## config.mk

```make
export PLATFORM = sky130hd
export DESIGN_NAME = apf_serializer
export DESIGN_NICKNAME = d
export VERILOG_FILES = /design/src/rtl/core/apf_pkg.sv /design/src/rtl/core/apf_serializer.sv
export SDC_FILE = /design/constraint.sdc
export NUM_CORES = 1
export LEC_CHECK = 0
export BUFFER_PORTS_ARGS = -buffer_cell sky130_fd_sc_hd__buf_4
export CAP_MARGIN = 20
export CORE_ASPECT_RATIO = 1.4
export CORE_MARGIN = 3
export CORE_UTILIZATION = 25
export CTS_BUF_LIST = sky130_fd_sc_hd__clkbuf_8
export CTS_CLUSTER_DIAMETER = 30
export DETAILED_ROUTE_END_ITERATION = 7
export HOLD_SLACK_MARGIN = 0.02
export PLACE_DENSITY = 0.42
export SKIP_LAST_GASP = 1
export SLEW_MARGIN = 20
export SYNTH_ARGS = -nofsm -noshare
export SYNTH_HDL_FRONTEND = slang
export SYNTH_SLANG_ARGS = --single-unit
```

## constraint.sdc

```tcl
create_clock -name clk -period 13.25 [get_ports clk]
set_input_delay 1.9875 -clock clk [delete_from_list [all_inputs] [get_ports clk]]
set_output_delay 1.9875 -clock clk [all_outputs]
set_load 0.01 [all_outputs]
```

## src/rtl/core/apf_pkg.sv

```systemverilog
`timescale 1ns / 1ps
// ----------------------------------------------------------------------------
// apf_pkg - shared types and constants of the APRS position formatter
// Pipeline depth, character codes, part codes and the per-coordinate
// character bundle that the arithmetic pipe hands to the serializer.
// ----------------------------------------------------------------------------
package apf_pkg;

  // register stages of one coordinate pipe
  localparam int PIPE_DEPTH   = 9;

  // characters of one fix
  localparam int MAX_CHARS    = 22;
  localparam int NORMAL_CHARS = 17;
  localparam int CNT_W        = $clog2(MAX_CHARS + 1);

  // part codes
  localparam logic [1:0] PART_LAT = 2'd0;
  localparam logic [1:0] PART_LNG = 2'd1;
  localparam logic [1:0] PART_DAO = 2'd2;

  // ASCII codes
  localparam logic [7:0] CH_ZERO = 8'h30;
  localparam logic [7:0] CH_DOT  = 8'h2E;
  localparam logic [7:0] CH_BANG = 8'h21;
  localparam logic [7:0] CH_LOW_W = 8'h77;
  localparam logic [7:0] CH_N    = 8'h4E;
  localparam logic [7:0] CH_S    = 8'h53;
  localparam logic [7:0] CH_E    = 8'h45;
  localparam logic [7:0] CH_W    = 8'h57;
  localparam logic [7:0] DAO_OFFSET = 8'd33;

  // reciprocals: floor(2^37/125), floor(2^34/1000)
  localparam logic [30:0] RECIP_125  = 31'd1099511627;
  localparam logic [24:0] RECIP_1000 = 25'd17179869;

  // rounding guards on minutes * 100000
  localparam logic [23:0] GUARD_NORMAL  = 24'd5999500;
  localparam logic [23:0] GUARD_PRECISE = 24'd5999995;

  // formatted characters of one coordinate
  typedef struct packed {
    logic [7:0] deg_h;
    logic [7:0] deg_t;
    logic [7:0] deg_o;
    logic [7:0] min_t;
    logic [7:0] min_o;
    logic [7:0] frac_t;
    logic [7:0] frac_o;
    logic [7:0] dao;
    logic       hemi;
    logic       precise;
  } coord_chars_t;

endpackage

```

## src/rtl/core/apf_serializer.sv

```systemverilog
`timescale 1ns / 1ps
// ----------------------------------------------------------------------------
// apf_serializer - one fix into a stream of characters
// Loads both coordinates' characters into a shift line and sends them one
// word per cycle unless stalled; reloads in the cycle the last one leaves.
// ----------------------------------------------------------------------------
module apf_serializer (
  input  logic                  clk,
  input  logic                  rst_n,
  input  logic                  load_valid,
  output logic                  load_ready,
  input  apf_pkg::coord_chars_t lat,
  input  apf_pkg::coord_chars_t lng,
  output logic                  out_valid,
  input  logic                  out_stall,
  output logic [7:0]            out_character,
  output logic [1:0]            out_part,
  output logic                  out_last
);
  import apf_pkg::*;

  logic [7:0]       chr_r [MAX_CHARS];
  logic [1:0]       prt_r [MAX_CHARS];
  logic [7:0]       ld_chr [MAX_CHARS];
  logic [1:0]       ld_prt [MAX_CHARS];
  logic [CNT_W-1:0] cnt_r, cnt_nxt;
  logic             take, load;

  assign take       = out_valid && !out_stall;
  assign load_ready = (cnt_r == '0) || ((cnt_r == CNT_W'(1)) && !out_stall);
  assign load       = load_valid && load_ready;

  always_comb begin
    ld_chr[0]  = lat.deg_t;
    ld_chr[1]  = lat.deg_o;
    ld_chr[2]  = lat.min_t;
    ld_chr[3]  = lat.min_o;
    ld_chr[4]  = CH_DOT;
    ld_chr[5]  = lat.frac_t;
    ld_chr[6]  = lat.frac_o;
    ld_chr[7]  = lat.hemi ? CH_S : CH_N;
    ld_chr[8]  = lng.deg_h;
    ld_chr[9]  = lng.deg_t;
    ld_chr[10] = lng.deg_o;
    ld_chr[11] = lng.min_t;
    ld_chr[12] = lng.min_o;
    ld_chr[13] = CH_DOT;
    ld_chr[14] = lng.frac_t;
    ld_chr[15] = lng.frac_o;
    ld_chr[16] = lng.hemi ? CH_W : CH_E;
    ld_chr[17] = CH_BANG;
    ld_chr[18] = CH_LOW_W;
    ld_chr[19] = lat.dao;
    ld_chr[20] = lng.dao;
    ld_chr[21] = CH_BANG;
    for (int k = 0; k < MAX_CHARS; k++) begin
      if (k < 8) begin
        ld_prt[k] = PART_LAT;
      end else if (k < NORMAL_CHARS) begin
        ld_prt[k] = PART_LNG;
      end else begin
        ld_prt[k] = PART_DAO;
      end
    end
  end

  always_comb begin
    cnt_nxt = cnt_r;
    if (load) begin
      cnt_nxt = lat.precise ? CNT_W'(MAX_CHARS) : CNT_W'(NORMAL_CHARS);
    end else if (take) begin
      cnt_nxt = cnt_r - CNT_W'(1);
    end
  end

  always_ff @(posedge clk) begin
    if (!rst_n) begin
      cnt_r <= '0;
    end else begin
      cnt_r <= cnt_nxt;
    end
  end

  // shift line: load a fix, advance one word per accepted character
  always_ff @(posedge clk) begin
    if (load) begin
      for (int k = 0; k < MAX_CHARS; k++) begin
        chr_r[k] <= ld_chr[k];
        prt_r[k] <= ld_prt[k];
      end
    end else if (take) begin
      for (int k = 0; k < MAX_CHARS - 1; k++) begin
        chr_r[k] <= chr_r[k+1];
        prt_r[k] <= prt_r[k+1];
      end
    end
  end

  assign out_valid     = (cnt_r != '0);
  assign out_character = chr_r[0];
  assign out_part      = prt_r[0];
  assign out_last      = (cnt_r == CNT_W'(1));

endmodule

```

==> qor.csv <==
metric,value,unit
run status,"complete, no violations",
mux contribution to synthesized area,15.3,%
syn_nets,660,
Tightest Pin Transition,1000,ps
initial antenna violation count,1,
Post-synth EDFFs,210,
Routed Antenna Nets,0,
Post-CTS Resized,0,
die area,38700,sq um
fin crit period,4660,ps
DRC Markers,0,
post-synthesis async set-or-reset flop share,0,%
warnings from Yosys,0,
total power,0.00284,W
maximum clock path buffer count,3,
clock-pin slew on the worst setup and hold paths,50,ps
Horiz. Die Dim,167,um
FP Rows,82,
share of layout cells above drive strength 1,45.6,%
clk_skew,24.9,ps
Synth top cells by count,"edfxtp_1 (210), mux2_2 (69), and3_1 (45), mux2_4 (40), nand2b_1 (36)",
routed vias,4781,
CP max FO,4,
"Top FF cell, synth",edfxtp_1,
normalized max-slew margin,33.1,%
initial DRC count,230,
Avg Inst Size Synth,17.5,sq um
die height,232,um
synth top area cells,"edfxtp_1 (69%), mux2_2 (8.5%), mux2_4 (6.6%)",
gr ovfl total,0,
Setup TNS,0,ps
Final Util,32.1,%
post-synthesis register bit count,217,
DRT Pass-1 Iters,4,
drt wl/cell,15.7,um
Slew Limit Fails,0,
adder-cell area share of the yosys netlist,0.413,%
total CTS buffers,47,
Initial Util,25.4,%
placed wire-length estimate,10900,um
Root Buffer,clkbuf_8,
WP data arrival,2670,ps
largest net degree at the start of global routing,107,
Yosys top cell area share,69.4,%
vias per std cell,4.07,
final setup fails,0,
WP data required,11260,ps
Final nets,814,
Final Hold Viols,0,
vias in the first global route,5180,
worst skew pair latency,550,ps
core area,35800,sq um
"Cell Area, Synth",9090,sq um
diode count,0,
Critical Path Sink Type,output pin,
I/O pin total,149,
global-route wire length before repair,28600,um
critical path startpoint category,primary input,
RSZ-0062 raised after global routing,no,
Final Cycle Share,35.1,%
max-cap violation count,0,
Max Freq,215,MHz
Synth cell types,37,
Post-Route WL,18400,um
combinational family with the most area after synthesis,multiplexers,
gr usage total,9.33,%
port buffer count,139,
Peak VDD IR,127,uV
hold_buf cts,0,
Final Worst Setup Slack,8590,ps
r2r setup slk,9520,ps
Pwr Density,248,nW/um^2
DP Worst Slack,7350,ps
Max H-tree Level,2,
Worst Hold Class,reg2reg,
Placer Congestion,0.731,
most common cell in the netlist,edfxtp_1,
Layout area overhead,26.2,%
Compound-Gate Fraction of Synth Area,1.24,%
Setup CP Type,in2out,
filler instances,3529,
Post-Synth XOR/XNOR Area,0.193,%
CTS tree,done,
Leakage,4.44,nW
clock sinks,217,
Post-CTS Setup Inserts,0,
"Seq/Total Area, Yosys",70.9,%
Synth area leader,edfxtp_1,
Gate Count Post-Synth,521,
simple-gate share of the synthesized area,8.60,%
[layer usage]
layer / track usage (%) / up-vias / part of all wire (%)
met4: 3.99 / 2 / 2.7
met5: 0 / - / 0.11
met3: 3.80 / 40 / 8.5
li1: - / 2263 / -
met2: 14.7 / 159 / 47
met1: 11.4 / 2317 / 42
[critical path, cell delays in order]
cell and delay (ps):
buf_4 130, nor2b_1 270, o21a_1 160, buf_4 120
[per-stage QoR]
step / instances / area [sq um] / hold slack [ps]
2_1_floorplan: 521 / 9090 / 400
3_3_place_gp: 1087 / 10500 / 412
3_5_place_dp: 1087 / 10500 / 417
4_1_cts: 1173 / 11400 / 431
5_1_grt: 1174 / 11500 / 454
6_report: 1174 / 11500 / 427
[logic make-up after synthesis]
logic type,Yosys count
DFF,217
xor gates and xnor gates,2
muxes,110
and+or+nand+nor,134
buffers and inverters,42
AOI/OAI and AO/OA,13
adders and majority gates,3
[report_power, final]
| part | leakage (nW) | internal [W] | total [W] | switching [W] |
|---|---|---|---|---|
| Clock | 0.496 | 0.000444 | 0.000749 | 0.000305 |
| Combinational | 1.89 | 0.000338 | 0.000764 | 0.000425 |
| Sequential | 2.05 | 0.00124 | 0.00133 | 0.0000891 |
| Total | 4.44 | 0.00203 | 0.00284 | 0.000819 |
[state kept, by name (all words and copies together) (netlist names)]
signal / count
chr_r: 168
prt_r: 44
cnt_r: 5
[path summary, 6_finish.rpt]
path / from / endpoint / depth (start not counted)
worst min register to register: prt_r[0][43] / prt_r[0][43] / 1
worst max register to register: cnt_r[0] / prt_r[0][41] / 7
worst min-delay path: prt_r[0][43] / prt_r[0][43] / 1
worst max-delay path: out_stall / load_ready / 4
[cell type report]
class / count / area, sq um / share of cell area, %
multi-input cells: 262 / 2350 / 20.5
clock buffers: 49 / 674 / 5.88
repair buffers: 144 / 1100 / 9.63
inverters: 3 / 11.3 / 0.0981
clock inverters: 37 / 309 / 2.69
well taps: 462 / 578 / 5.04
flip-flops and latches: 217 / 6450 / 56.2
[cells in the final DEF (no fill, tap or decap), types with 2 or more instances in the layout]
cell type	Yosys	layout
clkinvlp_4	0	7
a21o_1	2	2
nand2b_1	36	35
bufinv_16	0	5
clkbuf_8	0	49
dfxtp_1	7	7
nand2_1	26	26
a21oi_1	3	3
ha_1	3	3
and2_1	12	12
nor2_1	3	3
clkinv_2	0	4
buf_4	17	142
and3_1	45	45
clkinv_1	0	15
xnor2_1	2	2
or2b_1	2	2
inv_1	3	8
edfxtp_1	210	210
nor3_1	3	3
a211oi_1	2	2
mux2_2	69	69
mux2_4	40	40
Power figures use the tool's default switching activity.
